<file path="src/sv/pfb_pkg.sv">
// Shared types and constants for the policy FIFO buffer.
package pfb_pkg;

    localparam int DATA_W     = 32;
    localparam int CNT_W      = 5;
    localparam int CFG_DATA_W = 5;
    localparam int CFG_IDX_W  = 1;
    localparam int DEPTH_DEF  = 16;
    localparam int CAP_RESET  = 16;

    localparam logic [1:0] MODE_FIXED   = 2'd0;
    localparam logic [1:0] MODE_DROP    = 2'd1;
    localparam logic [1:0] MODE_SLIDE   = 2'd2;
    localparam logic [1:0] MODE_PROMISE = 2'd3;

    localparam logic OP_ADD    = 1'b0;
    localparam logic OP_REMOVE = 1'b1;

    localparam logic [CFG_IDX_W-1:0] REG_MODE = 1'd0;
    localparam logic [CFG_IDX_W-1:0] REG_CAP  = 1'd1;

    typedef struct packed {
        logic              operation;
        logic [DATA_W-1:0] item_value;
    } t_in_item;

    typedef struct packed {
        logic              accepted;
        logic              dropped_oldest;
        logic              value_valid;
        logic [DATA_W-1:0] value_out;
        logic [CNT_W-1:0]  count_now;
        logic              full_now;
    } t_out_item;

    // Flags of one access, produced by the control logic.
    typedef struct packed {
        logic             accepted;
        logic             dropped_oldest;
        logic             value_valid;
        logic [CNT_W-1:0] count_now;
        logic             full_now;
    } t_stat;

    // Commands from the control logic to the entry store.
    typedef struct packed {
        logic wr_en;
        logic rd_en;
        logic rd_promise;
    } t_store_cmd;

endpackage

</file>
<file path="src/sv/policy_fifo_buffer.sv">
// Policy FIFO buffer: ring FIFO with fixed, dropping, sliding and promise policies.
// Channels: the input channel (i_in_valid/o_in_ready, i_in_item) carries one access
// per beat, an add of a value or a remove. Each accepted beat yields exactly one
// result beat on the output channel (o_out_valid/i_out_ready, o_out_item) with the
// accept and eviction flags, any removed value, the count and the full flag.
// Configuration beats (i_cfg_valid/o_cfg_ready) write the mode (index 0) or the
// capacity in use (index 1); every write empties the buffer. The configuration
// channel is always ready and is meant to be used while no access is in flight.
// The result is registered and appears in the cycle after the input beat is accepted.
// Throughput: one access per cycle when not stalled; the pointer and count update and
// the single registered read of the entry memory all complete in the accepting cycle.
// Stalls: the result register holds its beat while i_out_ready is low, and a new
// input beat is taken only in a cycle in which that beat leaves or the register is
// empty. Reset (synchronous, active low) empties the buffer, selects fixed mode and
// sets the capacity to CAP_RESET or the depth if smaller; no clearing pass is needed.
module policy_fifo_buffer #(
    parameter int DEPTH = pfb_pkg::DEPTH_DEF
) (
    input  logic                           i_clk,
    input  logic                           i_rst_n,
    input  logic                           i_in_valid,
    output logic                           o_in_ready,
    input  pfb_pkg::t_in_item              i_in_item,
    output logic                           o_out_valid,
    input  logic                           i_out_ready,
    output pfb_pkg::t_out_item             o_out_item,
    input  logic                           i_cfg_valid,
    output logic                           o_cfg_ready,
    input  logic [pfb_pkg::CFG_IDX_W-1:0]  i_cfg_index,
    input  logic [pfb_pkg::CFG_DATA_W-1:0] i_cfg_data
);

    localparam int PW = (DEPTH > 1) ? $clog2(DEPTH) : 1;

    logic                       fire;
    logic                       cfg_we;
    pfb_pkg::t_stat             stat;
    pfb_pkg::t_store_cmd        cmd;
    logic [PW-1:0]              wr_addr;
    logic [PW-1:0]              rd_addr;
    logic [pfb_pkg::DATA_W-1:0] promise_data;
    logic [pfb_pkg::DATA_W-1:0] rd_data;

    logic           r_out_valid;
    pfb_pkg::t_stat r_stat;

    assign o_in_ready  = !r_out_valid || i_out_ready;
    assign fire        = i_in_valid && o_in_ready;
    assign o_cfg_ready = 1'b1;
    assign cfg_we      = i_cfg_valid;

    pfb_ctrl #(
        .DEPTH (DEPTH)
    ) u_ctrl (
        .i_clk          (i_clk),
        .i_rst_n        (i_rst_n),
        .i_fire         (fire),
        .i_item         (i_in_item),
        .i_cfg_we       (cfg_we),
        .i_cfg_index    (i_cfg_index),
        .i_cfg_data     (i_cfg_data),
        .o_stat         (stat),
        .o_cmd          (cmd),
        .o_wr_addr      (wr_addr),
        .o_rd_addr      (rd_addr),
        .o_promise_data (promise_data)
    );

    pfb_store #(
        .DEPTH (DEPTH)
    ) u_store (
        .i_clk          (i_clk),
        .i_cmd          (cmd),
        .i_wr_addr      (wr_addr),
        .i_wr_data      (i_in_item.item_value),
        .i_rd_addr      (rd_addr),
        .i_promise_data (promise_data),
        .o_rd_data      (rd_data)
    );

    always_ff @(posedge i_clk) begin
        if (!i_rst_n) begin
            r_out_valid <= 1'b0;
        end else if (fire) begin
            r_out_valid <= 1'b1;
        end else if (i_out_ready) begin
            r_out_valid <= 1'b0;
        end
    end

    always_ff @(posedge i_clk) begin
        if (fire) begin
            r_stat <= stat;
        end
    end

    always_comb begin
        o_out_item.accepted       = r_stat.accepted;
        o_out_item.dropped_oldest = r_stat.dropped_oldest;
        o_out_item.value_valid    = r_stat.value_valid;
        o_out_item.value_out      = r_stat.value_valid ? rd_data : '0;
        o_out_item.count_now      = r_stat.count_now;
        o_out_item.full_now       = r_stat.full_now;
    end

    assign o_out_valid = r_out_valid;

endmodule

</file>
<file path="src/sv/pfb_store.sv">
// Entry store: ring memory with one write port and a registered read port.
module pfb_store #(
    parameter int DEPTH = pfb_pkg::DEPTH_DEF
) (
    input  logic                                        i_clk,
    input  pfb_pkg::t_store_cmd                         i_cmd,
    input  logic [$clog2((DEPTH > 1) ? DEPTH : 2)-1:0] i_wr_addr,
    input  logic [pfb_pkg::DATA_W-1:0]                  i_wr_data,
    input  logic [$clog2((DEPTH > 1) ? DEPTH : 2)-1:0] i_rd_addr,
    input  logic [pfb_pkg::DATA_W-1:0]                  i_promise_data,
    output logic [pfb_pkg::DATA_W-1:0]                  o_rd_data
);

    logic [pfb_pkg::DATA_W-1:0] r_mem [DEPTH];
    logic [pfb_pkg::DATA_W-1:0] r_rd_data;

    always_ff @(posedge i_clk) begin
        if (i_cmd.wr_en) begin
            r_mem[i_wr_addr] <= i_wr_data;
        end
    end

    // In promise mode the held value takes the place of the ring read.
    always_ff @(posedge i_clk) begin
        if (i_cmd.rd_en) begin
            if (i_cmd.rd_promise) begin
                r_rd_data <= i_promise_data;
            end else begin
                r_rd_data <= r_mem[i_rd_addr];
            end
        end
    end

    assign o_rd_data = r_rd_data;

endmodule

</file>
<file path="src/sv/pfb_ctrl.sv">
// Control: configuration registers, ring pointers, count and promise state.
module pfb_ctrl #(
    parameter int DEPTH = pfb_pkg::DEPTH_DEF
) (
    input  logic                                        i_clk,
    input  logic                                        i_rst_n,
    input  logic                                        i_fire,
    input  pfb_pkg::t_in_item                           i_item,
    input  logic                                        i_cfg_we,
    input  logic [pfb_pkg::CFG_IDX_W-1:0]               i_cfg_index,
    input  logic [pfb_pkg::CFG_DATA_W-1:0]              i_cfg_data,
    output pfb_pkg::t_stat                              o_stat,
    output pfb_pkg::t_store_cmd                         o_cmd,
    output logic [$clog2((DEPTH > 1) ? DEPTH : 2)-1:0] o_wr_addr,
    output logic [$clog2((DEPTH > 1) ? DEPTH : 2)-1:0] o_rd_addr,
    output logic [pfb_pkg::DATA_W-1:0]                  o_promise_data
);

    localparam int PW    = (DEPTH > 1) ? $clog2(DEPTH) : 1;
    localparam int CW    = pfb_pkg::CNT_W;
    localparam int CMP_W = (PW + 1 > CW) ? PW + 1 : CW;
    localparam logic [CW-1:0] CAP_INIT =
        CW'((pfb_pkg::CAP_RESET > DEPTH) ? DEPTH : pfb_pkg::CAP_RESET);

    logic [1:0]                 r_mode;
    logic [CW-1:0]              r_cap;
    logic [PW-1:0]              r_head;
    logic [PW-1:0]              r_tail;
    logic [CW-1:0]              r_count;
    logic                       r_done;
    logic [pfb_pkg::DATA_W-1:0] r_pval;

    logic [CW-1:0] n_count;
    logic [PW-1:0] n_head;
    logic [PW-1:0] n_tail;
    logic          n_done;
    logic [CW-1:0] cap_wr;
    logic          is_promise;
    logic          is_add;
    logic          is_full;
    logic          slide;
    logic          store_ok;
    logic          rem_ok;
    logic          head_adv;
    logic          p_set;
    logic          p_read;

    function automatic logic [PW-1:0] ring_next(input logic [PW-1:0] idx,
                                                input logic [CW-1:0] cap);
        logic [CMP_W-1:0] inc;
        inc = CMP_W'(idx) + CMP_W'(1);
        return (inc >= CMP_W'(cap)) ? '0 : inc[PW-1:0];
    endfunction

    always_comb begin
        cap_wr = i_cfg_data[CW-1:0];
        if (cap_wr == '0) begin
            cap_wr = CW'(1);
        end else if (32'(cap_wr) > DEPTH) begin
            cap_wr = CW'(DEPTH);
        end
    end

    assign is_promise = (r_mode == pfb_pkg::MODE_PROMISE);
    assign is_add     = (i_item.operation == pfb_pkg::OP_ADD);
    assign is_full    = (r_count >= r_cap);
    assign slide      = is_add && !is_promise && is_full && (r_mode == pfb_pkg::MODE_SLIDE);
    assign store_ok   = is_add && !is_promise && (!is_full || slide);
    assign rem_ok     = !is_add && !is_promise && (r_count != '0);
    assign head_adv   = slide || rem_ok;
    assign p_set      = is_add && is_promise && !r_done;
    assign p_read     = !is_add && is_promise && r_done;

    assign n_head  = head_adv ? ring_next(r_head, r_cap) : r_head;
    assign n_tail  = store_ok ? ring_next(r_tail, r_cap) : r_tail;
    assign n_count = r_count + CW'(store_ok) - CW'(head_adv);
    assign n_done  = r_done || p_set;

    always_comb begin
        o_stat.accepted       = store_ok || p_set;
        o_stat.dropped_oldest = slide;
        o_stat.value_valid    = rem_ok || p_read;
        if (is_promise) begin
            o_stat.count_now = CW'(n_done);
            o_stat.full_now  = n_done;
        end else begin
            o_stat.count_now = n_count;
            o_stat.full_now  = (r_mode == pfb_pkg::MODE_FIXED) && (n_count >= r_cap);
        end
    end

    assign o_cmd.wr_en      = i_fire && store_ok;
    assign o_cmd.rd_en      = i_fire && (rem_ok || p_read);
    assign o_cmd.rd_promise = is_promise;
    assign o_wr_addr        = r_tail;
    assign o_rd_addr        = r_head;
    assign o_promise_data   = r_pval;

    // Any register write starts a fresh, empty buffer.
    always_ff @(posedge i_clk) begin
        if (!i_rst_n) begin
            r_mode  <= pfb_pkg::MODE_FIXED;
            r_cap   <= CAP_INIT;
            r_head  <= '0;
            r_tail  <= '0;
            r_count <= '0;
            r_done  <= 1'b0;
            r_pval  <= '0;
        end else if (i_cfg_we) begin
            if (i_cfg_index == pfb_pkg::REG_MODE) begin
                r_mode <= i_cfg_data[1:0];
            end else begin
                r_cap <= cap_wr;
            end
            r_head  <= '0;
            r_tail  <= '0;
            r_count <= '0;
            r_done  <= 1'b0;
            r_pval  <= '0;
        end else if (i_fire) begin
            r_head  <= n_head;
            r_tail  <= n_tail;
            r_count <= n_count;
            r_done  <= n_done;
            if (p_set) begin
                r_pval <= i_item.item_value;
            end
        end
    end

`ifndef ASSERT_OFF
    a_count_le_cap: assert property (@(posedge i_clk) disable iff (!i_rst_n)
        r_count <= r_cap)
        else $error("ring count exceeds capacity in use");

    a_drop_only_when_full: assert property (@(posedge i_clk) disable iff (!i_rst_n)
        (i_fire && o_stat.dropped_oldest) |-> (o_stat.accepted && r_count == r_cap))
        else $error("eviction without a full ring or without storing");

    a_remove_decrements: assert property (@(posedge i_clk) disable iff (!i_rst_n)
        (i_fire && !i_cfg_we && rem_ok) |=> (r_count == $past(r_count) - CW'(1)))
        else $error("remove did not lower the count by one");

    a_promise_sticky: assert property (@(posedge i_clk) disable iff (!i_rst_n)
        (is_promise && r_done && !i_cfg_we) |=> (r_done && $stable(r_pval)))
        else $error("promise value changed after delivery");
`endif

endmodule

</file>
<file path="config.mk">
export PLATFORM = sky130hd
export DESIGN_NAME = policy_fifo_buffer
export DESIGN_NICKNAME = d
export VERILOG_FILES = /design/src/sv/pfb_pkg.sv /design/src/sv/policy_fifo_buffer.sv /design/src/sv/pfb_store.sv /design/src/sv/pfb_ctrl.sv
export SDC_FILE = /design/constraint.sdc
export NUM_CORES = 1
export LEC_CHECK = 0
export ABC_CLOCK_PERIOD_IN_PS = 4800
export BUFFER_PORTS_ARGS = -buffer_cell sky130_fd_sc_hd__clkbuf_2
export CAP_MARGIN = 5
export CORE_ASPECT_RATIO = 0.6
export CORE_MARGIN = 2
export CORE_UTILIZATION = 55
export DETAILED_ROUTE_END_ITERATION = 7
export GPL_TIMING_DRIVEN = 0
export PLACE_DENSITY = 0.73
export SYNTH_ARGS = -nofsm -noshare
export SYNTH_HDL_FRONTEND = slang
export SYNTH_HIERARCHICAL = 1
export SYNTH_SLANG_ARGS = --single-unit
</file>
<file path="constraint.sdc">
create_clock -name i_clk -period 4.8 [get_ports i_clk]
set_input_delay 0.96 -clock i_clk [delete_from_list [all_inputs] [get_ports i_clk]]
set_output_delay 0.96 -clock i_clk [all_outputs]
set_load 0.01 [all_outputs]
</file>
==> metrics.log <==
[metrics] library cell used as clock root buffer: clkbuf_16
[metrics] post-route ant nets: 0
[metrics] Num Clock Sinks: 607
[metrics] aggregate global-route resource usage: 0.247
[metrics] Worst R2R Path Depth: 16
[metrics] largest net degree at the start of global routing: 25
[metrics] detailed-router iteration count before antenna repair: 5
[metrics] number of flops mapped to enable cells by yosys: 553
[metrics] startpoint types: register
[metrics] row cnt: 59
[metrics] Syn-to-layout area delta: 14.8%
[metrics] final standard cell count with taps included and fillers excluded: 2076
[metrics] proportion of synthesized flip-flops having asynchronous set or reset: 0
[metrics] post-DR wirelength/cell: 27.1 um
[metrics] first-pass GRT wire length: 83.0 mm
[metrics] instance count after placement with tap cells included: 1976
[metrics] final number of setup-violating endpoints: 0
[metrics] core box area: 43600 um2
[metrics] IO buf count: 85
[metrics] diodes inserted: 0
[metrics] Rel. slew slack: 0.286
[metrics] Hold Buf Count CTS: 0
[metrics] Initial DRC Count: 1515
[metrics] Req. time, crit path: 5.12 ns
[metrics] summed instance area of the synthesized netlist: 24400 um2
[metrics] Setup CP Type: register to register
[metrics] flip-flop and latch count after synthesis: 607
[metrics] H-tree level count: 2
[metrics] total clock buffers created by CTS: 53
[metrics] via count of the first global-routing pass: 12800
[metrics] Final Cycle Share: 0.831
[metrics] CTS resizes: 0
[metrics] vias after detailed routing: 12900
[metrics] most instantiated flip-flop cell in the synthesis netlist: edfxtp_1
[metrics] maximum operating frequency: 0.251 GHz
[metrics] total nets after synthesis: 1356
[metrics] post-route standard cell area excluding fillers: 28100 um2
[metrics] maximum fanout along the worst path: 5
[metrics] core utilization of the finished layout: 0.643
[metrics] Worst IR Drop VDD: 270 uV
[metrics] post-CTS repair timing setup buffer count: 0
[metrics] RSZ-0062 raised after global routing: no
[metrics] highest-count cells in the layout ignoring fill and taps: edfxtp_1, mux4_2, clkbuf_2, nand2_1, clkbuf_16
[metrics] worst skew pair latency: 0.59 ns
[metrics] initial core utilization: 0.560
[metrics] CTS tree: built
[metrics] aggregate negative setup slack: 0 ns
[metrics] share of the yosys chip area belonging to registers: 0.723
[metrics] number of warnings reported in the yosys synthesis log: 6
[metrics] width of the die: 276 um
[metrics] die height: 167 um
[metrics] number of remaining DRC errors: 0
[metrics] overall overflow remaining after global route: 0
[metrics] clock transition at the register clock pins on the worst setup and hold paths after CTS: 0.07 ns
[metrics] Tot Pwr: 10.7 mW
[metrics] critical path arrival: 4.31 ns
[metrics] PnR worst setup slack: 0.810 ns
[metrics] clock period minus final worst setup slack: 3.99 ns
[metrics] ratio of total power to cell area: 381 nW/um2
[metrics] antenna violations before repair: 0
[metrics] Worst Hold Class: register to register
[metrics] I/O Pins: 88
[metrics] most frequent standard cell in the layout excluding fill and tap cells: edfxtp_1
[metrics] final-stage net count: 1525
[metrics] last weighted congestion value of the routability-driven placer: 0.848
[metrics] status: complete, no violations
[metrics] clock tree skew after final layout: 0.0183 ns
[metrics] Max Cap Viol: 0
[metrics] via/cell ratio: 6.21
[metrics] final worst hold slack: 0.457 ns
[metrics] HPWL after detailed placement: 37.4 mm
[metrics] standard cell area after detailed placement: 26300 um2
[metrics] cell count after synthesis: 1283
[metrics] total die area: 46200 um2
[metrics] pre-CTS setup slack: 0.521 ns
[metrics] Avg Inst Size Synth: 19.1 um2
[metrics] crit end category: register
[metrics] number of buffers on the longest clock path: 3
[metrics] Leak Pwr: 9.05 nW
[metrics] final number of hold-violating endpoints: 0
[metrics] share of final-layout standard cells stronger than drive strength 1: 0.309
[metrics] count of pins over their slew limit: 0
[metrics] Hold Path Depth: 2
[metrics] total wire length after detailed routing: 56.3 mm
[metrics] number of distinct library cells after synthesis: 60
[metrics] Worst Tran Pin Value: 1.07 ns
worst paths after layout:
kind	from	to	slack (ns)
worst max-delay path	u_ctrl/r_cap[2]$_SDFFE_PN0P_	o_out_item[0]$_DFFE_PP_	0.81
worst min-delay path	u_ctrl/o_promise_data[26]$_SDFFE_PP0P_	u_ctrl/o_promise_data[26]$_SDFFE_PP0P_	0.46
worst min register to register	u_ctrl/o_promise_data[26]$_SDFFE_PP0P_	u_ctrl/o_promise_data[26]$_SDFFE_PP0P_	0.46
worst max register to register	u_ctrl/r_cap[2]$_SDFFE_PN0P_	o_out_item[0]$_DFFE_PP_	0.81
logic make-up after synthesis:
family	after synthesis	synth area share
DFF	607	0.723
muxes	168	0.135
xor gates and xnor gates	8	0.00287
other	1	0.000153
adders and majority gates	29	0.0151
and+or+nand+nor	230	0.0474
buffers and inverters	88	0.0249
AOI/OAI and AO/OA	152	0.0506
worst max-delay path: stages, from the launching register on:
cell and delay [ns]:
dfxtp_1 0.31, inv_1 0.24, ha_1 0.29, o21ai_1 0.16, nand2b_1 0.14, a311oi_4 0.42
o21bai_1 0.12, ha_1 0.29, inv_1 0.04, ha_1 0.20, fa_1 0.43, xnor2_1 0.31
inv_1 0.08, ha_1 0.27, a21o_1 0.16, a21oi_1 0.15, o21ai_1 0.10
routing by layer:
layer / track usage / wire length (um) / up-vias / share of wire
met2: 0.365 / 25000 / 682 / 0.44
li1: - / - / 5520 / -
met3: 0.0597 / 5830 / 84 / 0.10
met1: 0.374 / 24200 / 6603 / 0.43
met4: 0.0618 / 1210 / 0 / 0.022
met5: 0 / 0 / - / 0
power by group:
group / switching (mW) / total, mW / internal [mW]
logic: 0.276 / 0.452 / 0.176
registers: 0.0193 / 5.84 / 5.82
clock network: 1.86 / 4.39 / 2.53
area by class of cell:
type	instances	area [um2]
flip-flops and latches	607	17700
fillers	2872	15600
multi-input cells	588	6270
clock buffers	72	1470
repair buffers	114	988
well taps	579	724
plain buffers	69	538
clock inverters	28	318
inverters	19	71.3
cell usage after synthesis (3+ instances only):
library cell | instances | area share
buf_12 | 7 | 0.0057
o21ai_1 | 8 | 0.0016
a221oi_1 | 7 | 0.0025
mux4_1 | 7 | 0.0075
o22ai_2 | 10 | 0.0051
nand2b_1 | 8 | 0.0020
a31oi_1 | 4 | 0.0010
a21oi_1 | 49 | 0.010
a221oi_2 | 25 | 0.015
ha_1 | 28 | 0.014
dfxtp_1 | 54 | 0.044
nor3_1 | 7 | 0.0014
o2111ai_1 | 4 | 0.0014
nand3b_1 | 3 | 0.00092
buf_2 | 12 | 0.0025
buf_6 | 8 | 0.0037
xnor2_1 | 5 | 0.0018
edfxtp_1 | 553 | 0.68
nand2_1 | 78 | 0.012
and2_1 | 4 | 0.0010
nand3_1 | 10 | 0.0020
and2_2 | 32 | 0.0098
nor2_1 | 57 | 0.0088
inv_1 | 17 | 0.0026
o22ai_1 | 22 | 0.0056
clkbuf_1 | 19 | 0.0029
o21ai_0 | 3 | 0.00061
xor2_1 | 3 | 0.0011
nor3b_1 | 3 | 0.00092
nor2b_1 | 15 | 0.0038
mux2i_1 | 40 | 0.016
a21o_1 | 6 | 0.0018
buf_4 | 17 | 0.0052
mux4_2 | 121 | 0.11
clkbuf_2 | 3 | 0.00061
flip-flops by register name (all words and copies together), names as in the netlist:
| signal | count |
|---|---|
| o_out_item | 9 |
| o_out_valid | 1 |
| u_ctrl/o_promise_data | 32 |
| u_ctrl/o_rd_addr | 4 |
| u_ctrl/o_wr_addr | 4 |
| u_ctrl/r_cap | 5 |
| u_ctrl/r_count | 5 |
| u_ctrl/r_done | 1 |
| u_ctrl/r_mode | 2 |
| u_store/o_rd_data | 32 |
| u_store/r_mem | 512 |
(Power assumes the default switching activity.)
